File: src/design/sfd_pkg.sv
// Shared types, codes and the CRC-16/Modbus byte update for the frame deframer.
package sfd_pkg;

  // Register indexes of the configuration port
  localparam int unsigned CfgIdxW = 2;
  localparam int unsigned CfgDataW = 16;
  localparam logic [CfgIdxW-1:0] CFG_SYNC_FIRST = 2'd0;
  localparam logic [CfgIdxW-1:0] CFG_SYNC_SECOND = 2'd1;
  localparam logic [CfgIdxW-1:0] CFG_MAX_LEN = 2'd2;

  // Reset values of the configuration registers
  localparam logic [7:0] SYNC_FIRST_RST = 8'hAA;
  localparam logic [7:0] SYNC_SECOND_RST = 8'h55;
  localparam logic [15:0] MAX_LEN_RST = 16'd1024;

  // CRC-16/Modbus constants
  localparam logic [15:0] CRC_POLY = 16'hA001;
  localparam logic [15:0] CRC_INIT = 16'hFFFF;

  // Result kinds
  localparam logic KIND_PAYLOAD = 1'b0;
  localparam logic KIND_END = 1'b1;

  typedef enum logic [2:0] {
    PH_HUNT_FIRST,
    PH_HUNT_SECOND,
    PH_COMMAND,
    PH_LEN_LOW,
    PH_LEN_HIGH,
    PH_PAYLOAD,
    PH_CRC_LOW,
    PH_CRC_HIGH
  } phase_e;

  typedef enum logic [1:0] {
    ST_OK = 2'd0,
    ST_CRC_ERROR = 2'd1,
    ST_TOO_LONG = 2'd2
  } status_e;

  typedef struct packed {
    logic [7:0]  sync_first;
    logic [7:0]  sync_second;
    logic [15:0] max_len;
  } cfg_t;

  typedef struct packed {
    logic        item_kind;
    logic [7:0]  payload_byte;
    logic [7:0]  frame_command;
    logic [15:0] frame_length;
    status_e     frame_status;
  } res_t;

  // Fold one byte into the running CRC, one bit per step
  function automatic logic [15:0] crc_update(input logic [15:0] crc, input logic [7:0] b);
    logic [15:0] c;
    c = crc ^ {8'h00, b};
    for (int k = 0; k < 8; k++) begin
      if (c[0]) begin
        c = (c >> 1) ^ CRC_POLY;
      end else begin
        c = c >> 1;
      end
    end
    return c;
  endfunction

endpackage

File: src/design/sfd_cfg_regs.sv
// Configuration registers: header bytes and largest payload length.
module sfd_cfg_regs (
  input  logic                         clk_i,
  input  logic                         rst_ni,
  input  logic                         cfg_we_i,
  input  logic [sfd_pkg::CfgIdxW-1:0]  cfg_index_i,
  input  logic [sfd_pkg::CfgDataW-1:0] cfg_data_i,
  output sfd_pkg::cfg_t                cfg_o
);

  sfd_pkg::cfg_t cfg_q;

  // Write the addressed register; drop writes to unused indexes
  always_ff @(posedge clk_i or negedge rst_ni) begin
    if (!rst_ni) begin
      cfg_q.sync_first <= sfd_pkg::SYNC_FIRST_RST;
      cfg_q.sync_second <= sfd_pkg::SYNC_SECOND_RST;
      cfg_q.max_len <= sfd_pkg::MAX_LEN_RST;
    end else if (cfg_we_i) begin
      case (cfg_index_i)
        sfd_pkg::CFG_SYNC_FIRST:  cfg_q.sync_first <= cfg_data_i[7:0];
        sfd_pkg::CFG_SYNC_SECOND: cfg_q.sync_second <= cfg_data_i[7:0];
        sfd_pkg::CFG_MAX_LEN:     cfg_q.max_len <= cfg_data_i[15:0];
        default: ;
      endcase
    end
  end

  assign cfg_o = cfg_q;

endmodule

File: src/design/sfd_parser.sv
// Frame parser: header hunt, field capture, CRC check and result building.
module sfd_parser (
  input  logic          clk_i,
  input  logic          rst_ni,
  input  logic          step_i,
  input  logic [7:0]    byte_i,
  input  sfd_pkg::cfg_t cfg_i,
  output logic          res_valid_o,
  output sfd_pkg::res_t res_o
);

  sfd_pkg::phase_e phase_q, phase_d;
  logic [7:0]  cmd_q, cmd_d;
  logic [15:0] len_q, len_d;
  logic [15:0] cnt_q, cnt_d;
  logic [15:0] crc_q, crc_d;
  logic [7:0]  crc_lo_q, crc_lo_d;

  logic [15:0] crc_next;
  logic [15:0] len_full;
  logic [15:0] cnt_inc;
  logic        too_long;
  logic        crc_match;

  assign crc_next = sfd_pkg::crc_update(
    (phase_q == sfd_pkg::PH_COMMAND) ? sfd_pkg::CRC_INIT : crc_q, byte_i);
  assign len_full = {byte_i, len_q[7:0]};
  assign cnt_inc = cnt_q + 16'd1;
  assign too_long = len_full > cfg_i.max_len;
  assign crc_match = {byte_i, crc_lo_q} == crc_q;

  // Next phase and holds
  always_comb begin
    phase_d = phase_q;
    cmd_d = cmd_q;
    len_d = len_q;
    cnt_d = cnt_q;
    crc_d = crc_q;
    crc_lo_d = crc_lo_q;
    if (step_i) begin
      case (phase_q)
        sfd_pkg::PH_HUNT_FIRST: begin
          if (byte_i == cfg_i.sync_first) phase_d = sfd_pkg::PH_HUNT_SECOND;
        end
        sfd_pkg::PH_HUNT_SECOND: begin
          phase_d = (byte_i == cfg_i.sync_second) ? sfd_pkg::PH_COMMAND
                                                  : sfd_pkg::PH_HUNT_FIRST;
        end
        sfd_pkg::PH_COMMAND: begin
          cmd_d = byte_i;
          crc_d = crc_next;
          phase_d = sfd_pkg::PH_LEN_LOW;
        end
        sfd_pkg::PH_LEN_LOW: begin
          len_d = {8'h00, byte_i};
          crc_d = crc_next;
          phase_d = sfd_pkg::PH_LEN_HIGH;
        end
        sfd_pkg::PH_LEN_HIGH: begin
          if (too_long) begin
            phase_d = sfd_pkg::PH_HUNT_FIRST;
          end else begin
            len_d = len_full;
            crc_d = crc_next;
            cnt_d = '0;
            phase_d = (len_full == '0) ? sfd_pkg::PH_CRC_LOW : sfd_pkg::PH_PAYLOAD;
          end
        end
        sfd_pkg::PH_PAYLOAD: begin
          crc_d = crc_next;
          cnt_d = cnt_inc;
          if (cnt_inc >= len_q) phase_d = sfd_pkg::PH_CRC_LOW;
        end
        sfd_pkg::PH_CRC_LOW: begin
          crc_lo_d = byte_i;
          phase_d = sfd_pkg::PH_CRC_HIGH;
        end
        default: begin
          phase_d = sfd_pkg::PH_HUNT_FIRST;
        end
      endcase
      // Clear every hold on return to the hunt
      if (phase_d == sfd_pkg::PH_HUNT_FIRST) begin
        cmd_d = '0;
        len_d = '0;
        cnt_d = '0;
        crc_d = sfd_pkg::CRC_INIT;
        crc_lo_d = '0;
      end
    end
  end

  // Result of this byte
  always_comb begin
    res_valid_o = 1'b0;
    res_o.item_kind = sfd_pkg::KIND_PAYLOAD;
    res_o.payload_byte = '0;
    res_o.frame_command = cmd_q;
    res_o.frame_length = len_q;
    res_o.frame_status = sfd_pkg::ST_OK;
    case (phase_q)
      sfd_pkg::PH_LEN_HIGH: begin
        res_valid_o = step_i && too_long;
        res_o.item_kind = sfd_pkg::KIND_END;
        res_o.frame_length = len_full;
        res_o.frame_status = sfd_pkg::ST_TOO_LONG;
      end
      sfd_pkg::PH_PAYLOAD: begin
        res_valid_o = step_i;
        res_o.payload_byte = byte_i;
      end
      sfd_pkg::PH_CRC_HIGH: begin
        res_valid_o = step_i;
        res_o.item_kind = sfd_pkg::KIND_END;
        res_o.frame_status = crc_match ? sfd_pkg::ST_OK : sfd_pkg::ST_CRC_ERROR;
      end
      default: ;
    endcase
  end

  // Phase and hold registers
  always_ff @(posedge clk_i or negedge rst_ni) begin
    if (!rst_ni) begin
      phase_q <= sfd_pkg::PH_HUNT_FIRST;
      cmd_q <= '0;
      len_q <= '0;
      cnt_q <= '0;
      crc_q <= sfd_pkg::CRC_INIT;
      crc_lo_q <= '0;
    end else begin
      phase_q <= phase_d;
      cmd_q <= cmd_d;
      len_q <= len_d;
      cnt_q <= cnt_d;
      crc_q <= crc_d;
      crc_lo_q <= crc_lo_d;
    end
  end

endmodule

File: src/design/serial_frame_deframer_crc16_top.sv
// Top level of the framed byte receiver with CRC-16/Modbus check.
//
// Usage: received bytes enter on the input channel (in_valid_i, in_stall_o,
// rx_byte_i). The block hunts for the two configured header bytes, then
// reads command, little-endian length, payload and little-endian CRC.
// Each payload byte leaves as one request of kind payload on the output
// channel (out_valid_o, out_stall_i); the last CRC byte, or a length above
// max_len, leaves as one end request carrying the status. The
// consumer drops the payload of a frame that ends in crc_error.
// Path: an accepted byte is registered in the input register, passes the
// parse stage, and its request is registered in the result register.
// Throughput: one byte per cycle while the output is not stalled, set by
// the single parse stage between the input register and the result register.
// Reset: both registers empty, parser hunting, configuration at its reset
// values (0xAA, 0x55, 1024). Configuration is written through cfg_we_i.
// Stall: while the result register is full and stalled, the parse stage
// holds; a byte in the input register stays there and in_stall_o rises.
module serial_frame_deframer_crc16_top (
  input  logic                         clk_i,
  input  logic                         rst_ni,
  input  logic                         cfg_we_i,
  input  logic [sfd_pkg::CfgIdxW-1:0]  cfg_index_i,
  input  logic [sfd_pkg::CfgDataW-1:0] cfg_data_i,
  input  logic                         in_valid_i,
  output logic                         in_stall_o,
  input  logic [7:0]                   rx_byte_i,
  output logic                         out_valid_o,
  input  logic                         out_stall_i,
  output logic                         item_kind_o,
  output logic [7:0]                   payload_byte_o,
  output logic [7:0]                   frame_command_o,
  output logic [15:0]                  frame_length_o,
  output logic [1:0]                   frame_status_o
);

  sfd_pkg::cfg_t cfg;
  sfd_pkg::res_t res;
  sfd_pkg::res_t out_q;
  logic          res_valid;
  logic          advance;
  logic          in_accept;
  logic          in_valid_q;
  logic [7:0]    in_byte_q;
  logic          out_valid_q;

  sfd_cfg_regs u_cfg (
    .clk_i       (clk_i),
    .rst_ni      (rst_ni),
    .cfg_we_i    (cfg_we_i),
    .cfg_index_i (cfg_index_i),
    .cfg_data_i  (cfg_data_i),
    .cfg_o       (cfg)
  );

  // Advance the parse stage whenever the result register can take a request
  assign advance = !out_valid_q || !out_stall_i;
  assign in_stall_o = in_valid_q && !advance;
  assign in_accept = in_valid_i && !in_stall_o;

  // Input register
  always_ff @(posedge clk_i or negedge rst_ni) begin
    if (!rst_ni) begin
      in_valid_q <= 1'b0;
    end else if (in_accept) begin
      in_valid_q <= 1'b1;
    end else if (advance) begin
      in_valid_q <= 1'b0;
    end
  end

  always_ff @(posedge clk_i) begin
    if (in_accept) begin
      in_byte_q <= rx_byte_i;
    end
  end

  sfd_parser u_parser (
    .clk_i       (clk_i),
    .rst_ni      (rst_ni),
    .step_i      (in_valid_q && advance),
    .byte_i      (in_byte_q),
    .cfg_i       (cfg),
    .res_valid_o (res_valid),
    .res_o       (res)
  );

  // Result register
  always_ff @(posedge clk_i or negedge rst_ni) begin
    if (!rst_ni) begin
      out_valid_q <= 1'b0;
    end else if (advance) begin
      out_valid_q <= res_valid;
    end
  end

  always_ff @(posedge clk_i) begin
    if (advance && res_valid) begin
      out_q <= res;
    end
  end

  assign out_valid_o = out_valid_q;
  assign item_kind_o = out_q.item_kind;
  assign payload_byte_o = out_q.payload_byte;
  assign frame_command_o = out_q.frame_command;
  assign frame_length_o = out_q.frame_length;
  assign frame_status_o = out_q.frame_status;

endmodule

File: config.mk
export PLATFORM = sky130hd
export DESIGN_NAME = serial_frame_deframer_crc16_top
export DESIGN_NICKNAME = d
export VERILOG_FILES = /design/src/design/sfd_pkg.sv /design/src/design/sfd_cfg_regs.sv /design/src/design/sfd_parser.sv /design/src/design/serial_frame_deframer_crc16_top.sv
export SDC_FILE = /design/constraint.sdc
export NUM_CORES = 1
export LEC_CHECK = 0
export ABC_AREA = 0
export BUFFER_PORTS_ARGS = -buffer_cell sky130_fd_sc_hd__buf_2
export CORE_UTILIZATION = 60
export DETAILED_ROUTE_END_ITERATION = 7
export GPL_TIMING_DRIVEN = 0
export PLACE_DENSITY_LB_ADDON = 0.08
export SYNTH_ARGS = -nofsm -noshare
export SYNTH_HDL_FRONTEND = slang
export SYNTH_SLANG_ARGS = --single-unit
File: constraint.sdc
create_clock -name clk_i -period 7.9 [get_ports clk_i]
set_input_delay 1.58 -clock clk_i [delete_from_list [all_inputs] [get_ports clk_i]]
set_output_delay 1.58 -clock clk_i [all_outputs]
set_load 0.01 [all_outputs]
After elaboration in Yosys (flattened, before gate mapping)
Cells that the tools add are included.
Cells by class
  bitwise operators: 9
  equal/unequal tests: 14
  multiply operators: 0
  shift operators: 0
  order comparisons: 2
  mux-type cells: 36
  reductions and logical operators: 33
  divide/modulo/power cells: 0
  add/subtract/negate cells: 1
Operators by type and width (count)
  $mux 16: 16
  $pmux 16 s2: 3
  $mux 8: 4
  $not 2->3: 8
  $pmux 3 s7: 1
  $add 16x1->16 const B: 1
  $eq 16x16->1: 1
  $eq 8x8->1: 2
  $ge 16x16->1: 1
  $gt 16x16->1: 1
  $logic_not 16->1: 1
  $xor 16x8->16: 1
  $eq 3x3->1 const B: 4
  $mux 3: 4
  $reduce_and 3->1: 4
  $reduce_and 2->1: 5
  $reduce_bool 3->1: 3
  $reduce_bool 2->1: 4
  $eq 3x2->1 const B: 2
  $logic_not 3->1: 2
  $logic_and 1x1->1: 5
  $logic_not 1->1: 4
  $mux 1: 4
  $mux 2: 2
  11 further kinds: 12
Storage, ports and cells
  output and inout bits: 37
  RAM bits: 0
  flip-flop bits (word level): 144
  input bits: 31
  memory bits (read-only): 0
  memories: 0
  word-level logic and storage cells: 113
  bits in latches: 0

Logic depth before layout (Yosys ltp)
Gate-level depths: netlist (run 1).
  word-level depth: 22
  depth in mapped cells: 12
  gate-level depth less buffers: 12

Cells and area by module
A second synthesis (run 1) with hierarchy kept.
Unflattened totals
  cells, all modules: 671
  area total of the unflattened synthesis: 7582.3 µm²
Modules (own cells, without submodules)
  sfd_parser: area an instance 4958.5 µm², sequential area each 1696.6 µm², cells an instance 550, instances 1
  serial_frame_deframer_crc16_top: area an instance 1390.1 µm², sequential area each 1341.3 µm², cells an instance 53, instances 1
  sfd_cfg_regs: area an instance 1233.7 µm², sequential area each 812.0 µm², cells an instance 68, instances 1

Least setup slack after synthesis (run 1)
OpenSTA, ideal clock, no wires.
  path kind: in2reg
  start: input port out_stall_i
  end: register out_q (netlist bit frame_command_o[0]), enable pin
  arrival: 3667 ps
  stages on the path: 5
  slack: 3800 ps
  path buffers: 1
  data required time: 7467 ps
  library setup time: 433 ps
  path through: nand2_1 and2_1 clkbuf_1 nand2_1 nor2b_1
On the way
  longest elaborated chain between the ends: 6
Ends and longest elaborated chain
  from (decl): RTL line serial_frame_deframer_crc16_top.sv:28  | input logic out_stall_i,
  $logic_not 1->1 *: RTL line serial_frame_deframer_crc16_top.sv:56  | assign advance = !out_valid_q || !out_stall_i;
  $logic_or 1x1->1 *: RTL line serial_frame_deframer_crc16_top.sv:56
  $logic_and 1x1->1: RTL line serial_frame_deframer_crc16_top.sv:80  | .step_i (in_valid_q && advance),
  $logic_and 1x1->1: RTL line sfd_parser.sv:103  | res_valid_o = step_i && too_long;
  $pmux 1 s2: RTL line sfd_parser.sv:101  | case (phase_q)
  $logic_and 1x1->1 *: RTL line serial_frame_deframer_crc16_top.sv:97  | if (advance && res_valid) begin
  to (signal assigned): RTL line serial_frame_deframer_crc16_top.sv:98  | out_q <= res;
  to (decl): RTL line serial_frame_deframer_crc16_top.sv:38  | sfd_pkg::res_t out_q;
Every way passes the cells marked *; elsewhere a longest branch is shown, timed or not.
A chain may end at the register's enable or synchronous reset.

Worst setup path after layout (run 1)
  start: input port out_stall_i
  end: output port in_stall_o
On the way
  longest elaborated chain between the ends: 4
Ends and longest elaborated chain
  $logic_not 1->1: RTL line serial_frame_deframer_crc16_top.sv:56
  $logic_or 1x1->1: RTL line serial_frame_deframer_crc16_top.sv:56
  $logic_not 1->1: RTL line serial_frame_deframer_crc16_top.sv:57  | assign in_stall_o = in_valid_q && !advance;
  $logic_and 1x1->1: RTL line serial_frame_deframer_crc16_top.sv:57
  to (decl): RTL line serial_frame_deframer_crc16_top.sv:25  | output logic in_stall_o,
No other way between the ends.

==> results of run 1 <==
==> cell families (layout without fill, tap and decap cells) <==
group                      Yosys count  count (layout)
AOI/OAI and AO/OA                  131             131
and+or+nand+nor                    181             181
buffers and inverters               67             167
muxes                               40              40
DFF                                144             144
xor gates and xnor gates            80              80
adders and majority gates           33              33
==> area by class of cell <==
type | instances | area [sq um]
Multi-Input combinational cell | 465 | 3416
Clock buffer | 21 | 450.4
Clock inverter | 11 | 115.1
Timing Repair Buffer | 68 | 365.4
Tap cell | 168 | 210.2
Fill cell | 914 | 3433
Buffer | 31 | 136.4
Inverter | 36 | 135.1
Sequential cell | 144 | 3850
==> per-layer routing <==
metal	up-vias	track usage, %	routed length, microns
met3	39	6.961	830
met5	-	0	0
li1	2551	-	-
met2	161	47.27	8319
met1	2710	37.75	7628
met4	0	9.957	395
==> power by group <==
group	internal [mW]	switching, mW
clock	0.469	0.306
combinational	0.477	0.602
sequential	0.986	0.137
==> Yosys cell counts, drive strengths merged, types with 2 or more instances <==
master and instances:
dfrtp 76, xnor2 65, nand2 58, nor2 50, edfxtp 43, inv 35
ha 33, mux2 32, a21o 30, o21ai 29, a21oi 25, dfstp 25
a22o 24, nand4 17, buf 16, clkbuf 15, xor2 13, nand3 12
and2 11, mux2i 8, nor3 8, nor4 8, a211oi 4, o31ai 4
a22oi 3, a31oi 3, and4 3, nand2b 3, nor2b 3, and3 2
nand3b 2
==> state kept, by name (all words and copies together) (netlist names) <==
register           count
u_cfg.cfg_o           32
u_parser.cnt_q        16
frame_command_o        8
frame_status_o         2
out_valid_o            1
item_kind_o            1
in_valid_q             1
u_parser.phase_q       3
u_parser.crc_q        16
u_parser.cmd_q         8
u_parser.crc_lo_q      8
in_byte_q              8
frame_length_o        16
u_parser.len_q        16
payload_byte_o         8
==> worst max-delay path by stage <==
stage                startpoint            endpoint  slack, ns  depth (start not counted)
floorplan           out_stall_i  frame_command_o[0]       3.80                          5
global placement    out_stall_i   frame_length_o[9]       2.97                          6
detailed placement  out_stall_i          in_stall_o       4.34                          4
CTS                 out_stall_i          in_stall_o       4.34                          4
global route        out_stall_i          in_stall_o       4.30                          4
finish              out_stall_i          in_stall_o       4.34                          4
==> through the flow <==
| step | setup slack, ns | total power, mW | utilization, % | instances | instance area (sq um) |
|---|---|---|---|---|---|
| 6_report | 4.337 | 2.977 | 71.65 | 944 | 8678 |
| 5_1_grt | 4.298 | 3.141 | 71.65 | 944 | 8678 |
| 4_1_cts | 4.341 | 2.982 | 71.65 | 944 | 8678 |
| 3_5_place_dp | 4.343 | 2.193 | 66.98 | 912 | 8113 |
| 3_3_place_gp | 2.969 | 2.146 | 66.67 | 911 | 8075 |
| 2_1_floorplan | 3.800 | 1.923 | - | 676 | 7530 |
==> worst max-delay path: stages <==
cell and delay (ns):
buf_2 0.11, nand3_1 0.10, inv_1 0.07, buf_2 0.12
==> impl_metrics.csv, run 1 <==
group,metric,value,unit
detailed_routing,dr.pass1.iters,5,
sta,worstMarginPinSlew,1.243,ns
synthesis,syn_area,0.007530,sq mm
synthesis,synth_adder_area_share,5.484,%
sta,clock_skew,0.009059,ns
detailed_routing,wl,17170,microns
synthesis,synth_top_area_cell,"dfrtp_1",
sta,finalCritPeriodShare,45.10,%
clock_network,cts_setup_buffers,0,
hold_path,hold_start,"u_parser.cmd_q[4]",
detailed_routing,vias,5461,
clock_network,hold_buffers,0,
worst_setup_path,r2r_start,"in_byte_q[6]",
clock_network,numClockSinks,144,
synthesis,ys.flop_type,"dfrtp_1",
global_routing,grt_pass1_wl,28090,microns
worst_setup_path,crit_arrival,1.98,ns
clock_network,insertion_delay,0.43,ns
status,outcome,"complete, no violations",
synthesis,yosysUniqueCellTypes,58,
synthesis,synthTopCellsByArea,"dfrtp_1, edfxtp_1, dfstp_2",
sta,finalHoldViolations,0,
clock_network,cts.path.max_buffers,2,
synthesis,ys_async_sr_fraction,70.14,%
worst_setup_path,r2r_end,"frame_command_o[7]",
placement,port_buffers,67,
hold_path,hold_end,"frame_command_o[4]",
floorplan,start_util,62.17,%
global_routing,antenna_found_initial,0,
global_routing,grt_max_degree,64,
worst_setup_path,rr_worst_depth,6,
sta,setup_viol,0,
floorplan,die-width,114.0,microns
synthesis,synth_compound_area_share,12.00,%
synthesis,synth_xor_area_share,9.887,%
sta,relSlewSlack,16.98,%
synthesis,synth-simple-area-share,12.05,%
global_routing,grt_pass1_vias,5439,
sta,rsz0062_at_grt,"false",
hold_path,hp-class,"flop to flop",
floorplan,ioPinCount,68,
clock_network,cts.clk_slew.worst_paths,0.06,ns
final_layout,layout.nets,827,
clock_network,cts_tree,"yes",
synthesis,synthMuxAreaShare,5.849,%
floorplan,num_rows,40,
final_layout,synthToLayoutAreaGrowth,15.25,%
sta,tns,0,ns
sta,hold-worst-slack,0.4837,ns
floorplan,core_region_area,0.01211,sq mm
detailed_routing,routedWlPerCell,18.19,microns
detailed_routing,drt_iter0_markers,384,
power,power_density,343.1,mW/mm^2
sta,fmax,280.7,MHz
sta,maxSlewViolCount,0,
placement,hpwl,11880,microns
synthesis,synth-seq-cells,144,
synthesis,syn-instance-count,676,
synthesis,synth_top_area_share,25.26,%
worst_setup_path,cp_max_fo,3,
detailed_routing,drc,0,
final_layout,final_cell_mix,"buf_2, dfrtp_1, xnor2_1",
sta,fin_crit,3.563,ns
synthesis,synth_warnings,0,
worst_setup_path,path_class,"primary input to output pin",
synthesis,synth-edff-count,43,
clock_network,htreeDepth,4,
final_layout,num_antenna_cells,0,
power,peakVddDrop,0.1996,mV
final_layout,final_layout_size_suffix_gt1_share,23.07,%
job,maxCapViolations,0,
floorplan,die_h,114.0,microns
worst_setup_path,cp.required,6.32,ns
clock_network,post_cts_resized,0,
clock_network,numCtsBuffers,17,
synthesis,synth_fp_nets,740,
synthesis,syn_area_per_cell,11.14,sq um
final_layout,final_common_cell,"buf_2",
clock_network,cts_root_buf,"clkbuf_16",
global_routing,grtUsageTotal,28.87,%
hold_path,holdPathStages,0,
detailed_routing,viasPerCell,5.785,
placement,place.gp.congestion,0.8606,
synthesis,synth_top_family_by_area,"simple AND/OR/NAND/NOR gates",
detailed_routing,ant_nets,0,
global_routing,grt.overflow.total,0,
synthesis,seq_area_frac_synth,51.13,%
floorplan,dieArea,0.01300,sq mm
worst_setup_path,crit_path_end_kind,"output pin",
worst_setup_path,rrSetupSlack,4.58,ns
power,total_leakage_power,3.897,nW
worst_setup_path,cp-start-kind,"primary input",
(Power assumes the default switching activity.)
==> inputs of run 2 (changes only) <==
clock period = 3.3 ns   (was 7.9 ns; I/O delays follow)
==> run 2 against run 1 <==
Cell count rose by 0.11%. Routed wire length fell by 1.5%. Largest cell class unchanged. Critical path type is now flop to flop. First-iteration DRC count rose by 3.4%. Non-clock buffer count did not move. Sequential share of layout area fell by 0.17 points. Utilization rose by 0.27 points. Hold slack got worse by 0.27 ns.
==> impl_metrics.csv, run 2 (synthesis gave the netlist of run 1 again) <==
group,metric,value,unit
sta,clock_skew,0.007292,ns
detailed_routing,vias,5383,
global_routing,grt_pass1_vias,5549,
final_layout,synthToLayoutAreaGrowth,15.69,%
worst_setup_path,crit_arrival,3.22,ns
clock_network,htreeDepth,4,
detailed_routing,drc,0,
sta,worstMarginPinSlew,1.243,ns
floorplan,start_util,62.17,%
sta,tns,0,ns
sta,rsz0062_at_grt,"false",
worst_setup_path,cp.required,3.36,ns
worst_setup_path,crit_chain,"ha_1 -> nand4_1 -> a2111o_1 -> o2111a_1 -> o31ai_1 -> nor2b_4",
detailed_routing,ant_nets,0,
sta,finalCritPeriodShare,95.72,%
final_layout,num_antenna_cells,0,
final_layout,largest_reg_flops,32,
worst_setup_path,cp_max_fo,18,
floorplan,ioPinCount,68,
sta,layout_setup_ws,0.1412,ns
final_layout,final_cell_mix,"buf_2, dfrtp_1, xnor2_1",
sta,hold-worst-slack,0.2125,ns
floorplan,die_h,114.0,microns
sta,setup_viol,0,
power,total_leakage_power,3.912,nW
clock_network,numCtsBuffers,17,
global_routing,grt_pass1_wl,28130,microns
global_routing,grt_util_met3,6.642,%
power,power.share.sequential,37.3,%
clock_network,post_cts_resized,0,
sta,fmax,316.6,MHz
final_layout,final_util,71.92,%
global_routing,grtUsageTotal,28.61,%
power,power_density,825.3,mW/mm^2
power,p_sw,2.558,mW
power,comb_power_share,36.0,%
placement,dp_cells,912,
final_layout,final_layout_size_suffix_gt1_share,23.42,%
placement,hpwl,11860,microns
clock_network,cts_setup_buffers,0,
power,power,7.189,mW
placement,placed_cell_area,0.008113,sq mm
final_layout,fillers,907,
power,peakVddDrop,0.4531,mV
power,p_int,4.631,mW
detailed_routing,drt_iter0_markers,397,
detailed_routing,viasPerCell,5.696,
worst_setup_path,cpPeakStageDelay,0.61,ns
floorplan,num_rows,40,
sta,finalHoldViolations,0,
detailed_routing,dr.pass1.iters,5,
placement,dp_slack,0.007228,ns
floorplan,dieArea,0.01300,sq mm
clock_network,cts_root_buf,"clkbuf_16",
clock_network,hold_buffers,0,
sta,fin_crit,3.159,ns
worst_setup_path,critPathSlowestCell,"nor2b_4",
global_routing,grtUsageMet2,46.06,%
worst_setup_path,crit_path_end_kind,"flop",
detailed_routing,wl,16910,microns
global_routing,grt_busiest_layer,"met2",
floorplan,die-width,114.0,microns
placement,port_buffers,67,
clock_network,numClockSinks,144,
clock_network,cts.clk_slew.worst_paths,0.06,ns
detailed_routing,routedWlPerCell,17.89,microns
sta,relSlewSlack,16.99,%
status,outcome,"complete, no violations",
job,maxCapViolations,0,
final_layout,instances_no_fill,945,
final_layout,fin_area,0.008711,sq mm
global_routing,grt_max_degree,64,
global_routing,grtUsageMet1,37.73,%
global_routing,antenna_found_initial,0,
global_routing,grt.overflow.total,0,
worst_setup_path,cp-start-kind,"flop",
sta,maxSlewViolCount,0,
clock_network,insertion_delay,0.43,ns
final_layout,layout.nets,828,
clock_network,cts_tree,"yes",
power,clkPwrFrac,26.6,%
power,swShare,35.58,%
placement,place.gp.congestion,0.8635,
hold_path,hp-class,"primary input to asynchronous set/reset pin",
final_layout,final_common_cell,"buf_2",
floorplan,core_region_area,0.01211,sq mm
clock_network,cts.path.max_buffers,2,
worst_setup_path,path_class,"flop to flop",
run 2: changes by cell type in the layout (fill, tap and decap cells not counted), sizes merged:
cell | previous run | this run
clkbuf | 36 | 33
clkinv | 8 | 5
inv | 35 | 41
nor2b | 3 | 4
run 2: layout make-up:
type                    count  area (sq um)  share of cell area, %
well taps                 168         210.2                  2.413
repair buffers             68         365.4                  4.194
clock buffers              18         429.2                  4.927
plain buffers              31         136.4                  1.566
clock inverters            14         155.1                  1.781
multi-input cells         466          3430                  39.37
inverters                  36         135.1                  1.551
flip-flops and latches    144          3850                  44.20
run 2: layer usage:
| layer | up-vias | wire length (microns) | part of all wire [%] |
|---|---|---|---|
| li1 | 2566 | - | - |
| met1 | 2629 | 7524 | 45 |
| met2 | 160 | 8202 | 49 |
| met3 | 28 | 864 | 5.1 |
| met4 | 0 | 316 | 1.9 |
| met5 | - | 0 | 0 |
run 2: worst paths after layout:
path / from / cells past startpoint / to / slack [ns]
min: rst_ni / 1 / u_cfg.cfg_o[8] / 0.21
min in group clk_i: rx_byte_i[3] / 1 / in_byte_q[3] / 0.40
max in group asynchronous: rst_ni / 2 / u_parser.crc_q[14] / 2.37
max: in_byte_q[6] / 6 / frame_command_o[5] / 0.14
min reg2reg: u_parser.cmd_q[5] / 0 / frame_command_o[5] / 0.49
max reg2reg: in_byte_q[6] / 6 / frame_command_o[5] / 0.14
run 2: power by group through the flow:
| stage | logic [mW] | clock network (mW) | registers [mW] |
|---|---|---|---|
| detailed placement | 2.54 | 0 | 2.71 |
| floorplan | 1.97 | 0 | 2.63 |
| global route | 2.86 | 2.01 | 2.73 |
| global placement | 2.45 | 0 | 2.69 |
| CTS | 2.57 | 1.93 | 2.68 |
| finish | 2.59 | 1.92 | 2.68 |
run 2: worst max-delay path: cells and delay by family, from the launching register on:
| kind | cells | cell delay, ns |
|---|---|---|
| AOI/OAI and AO/OA | 3 | 1.11 |
| and+or+nand+nor | 2 | 0.80 |
| DFF | 1 | 0.53 |
| adders and majority gates | 1 | 0.36 |
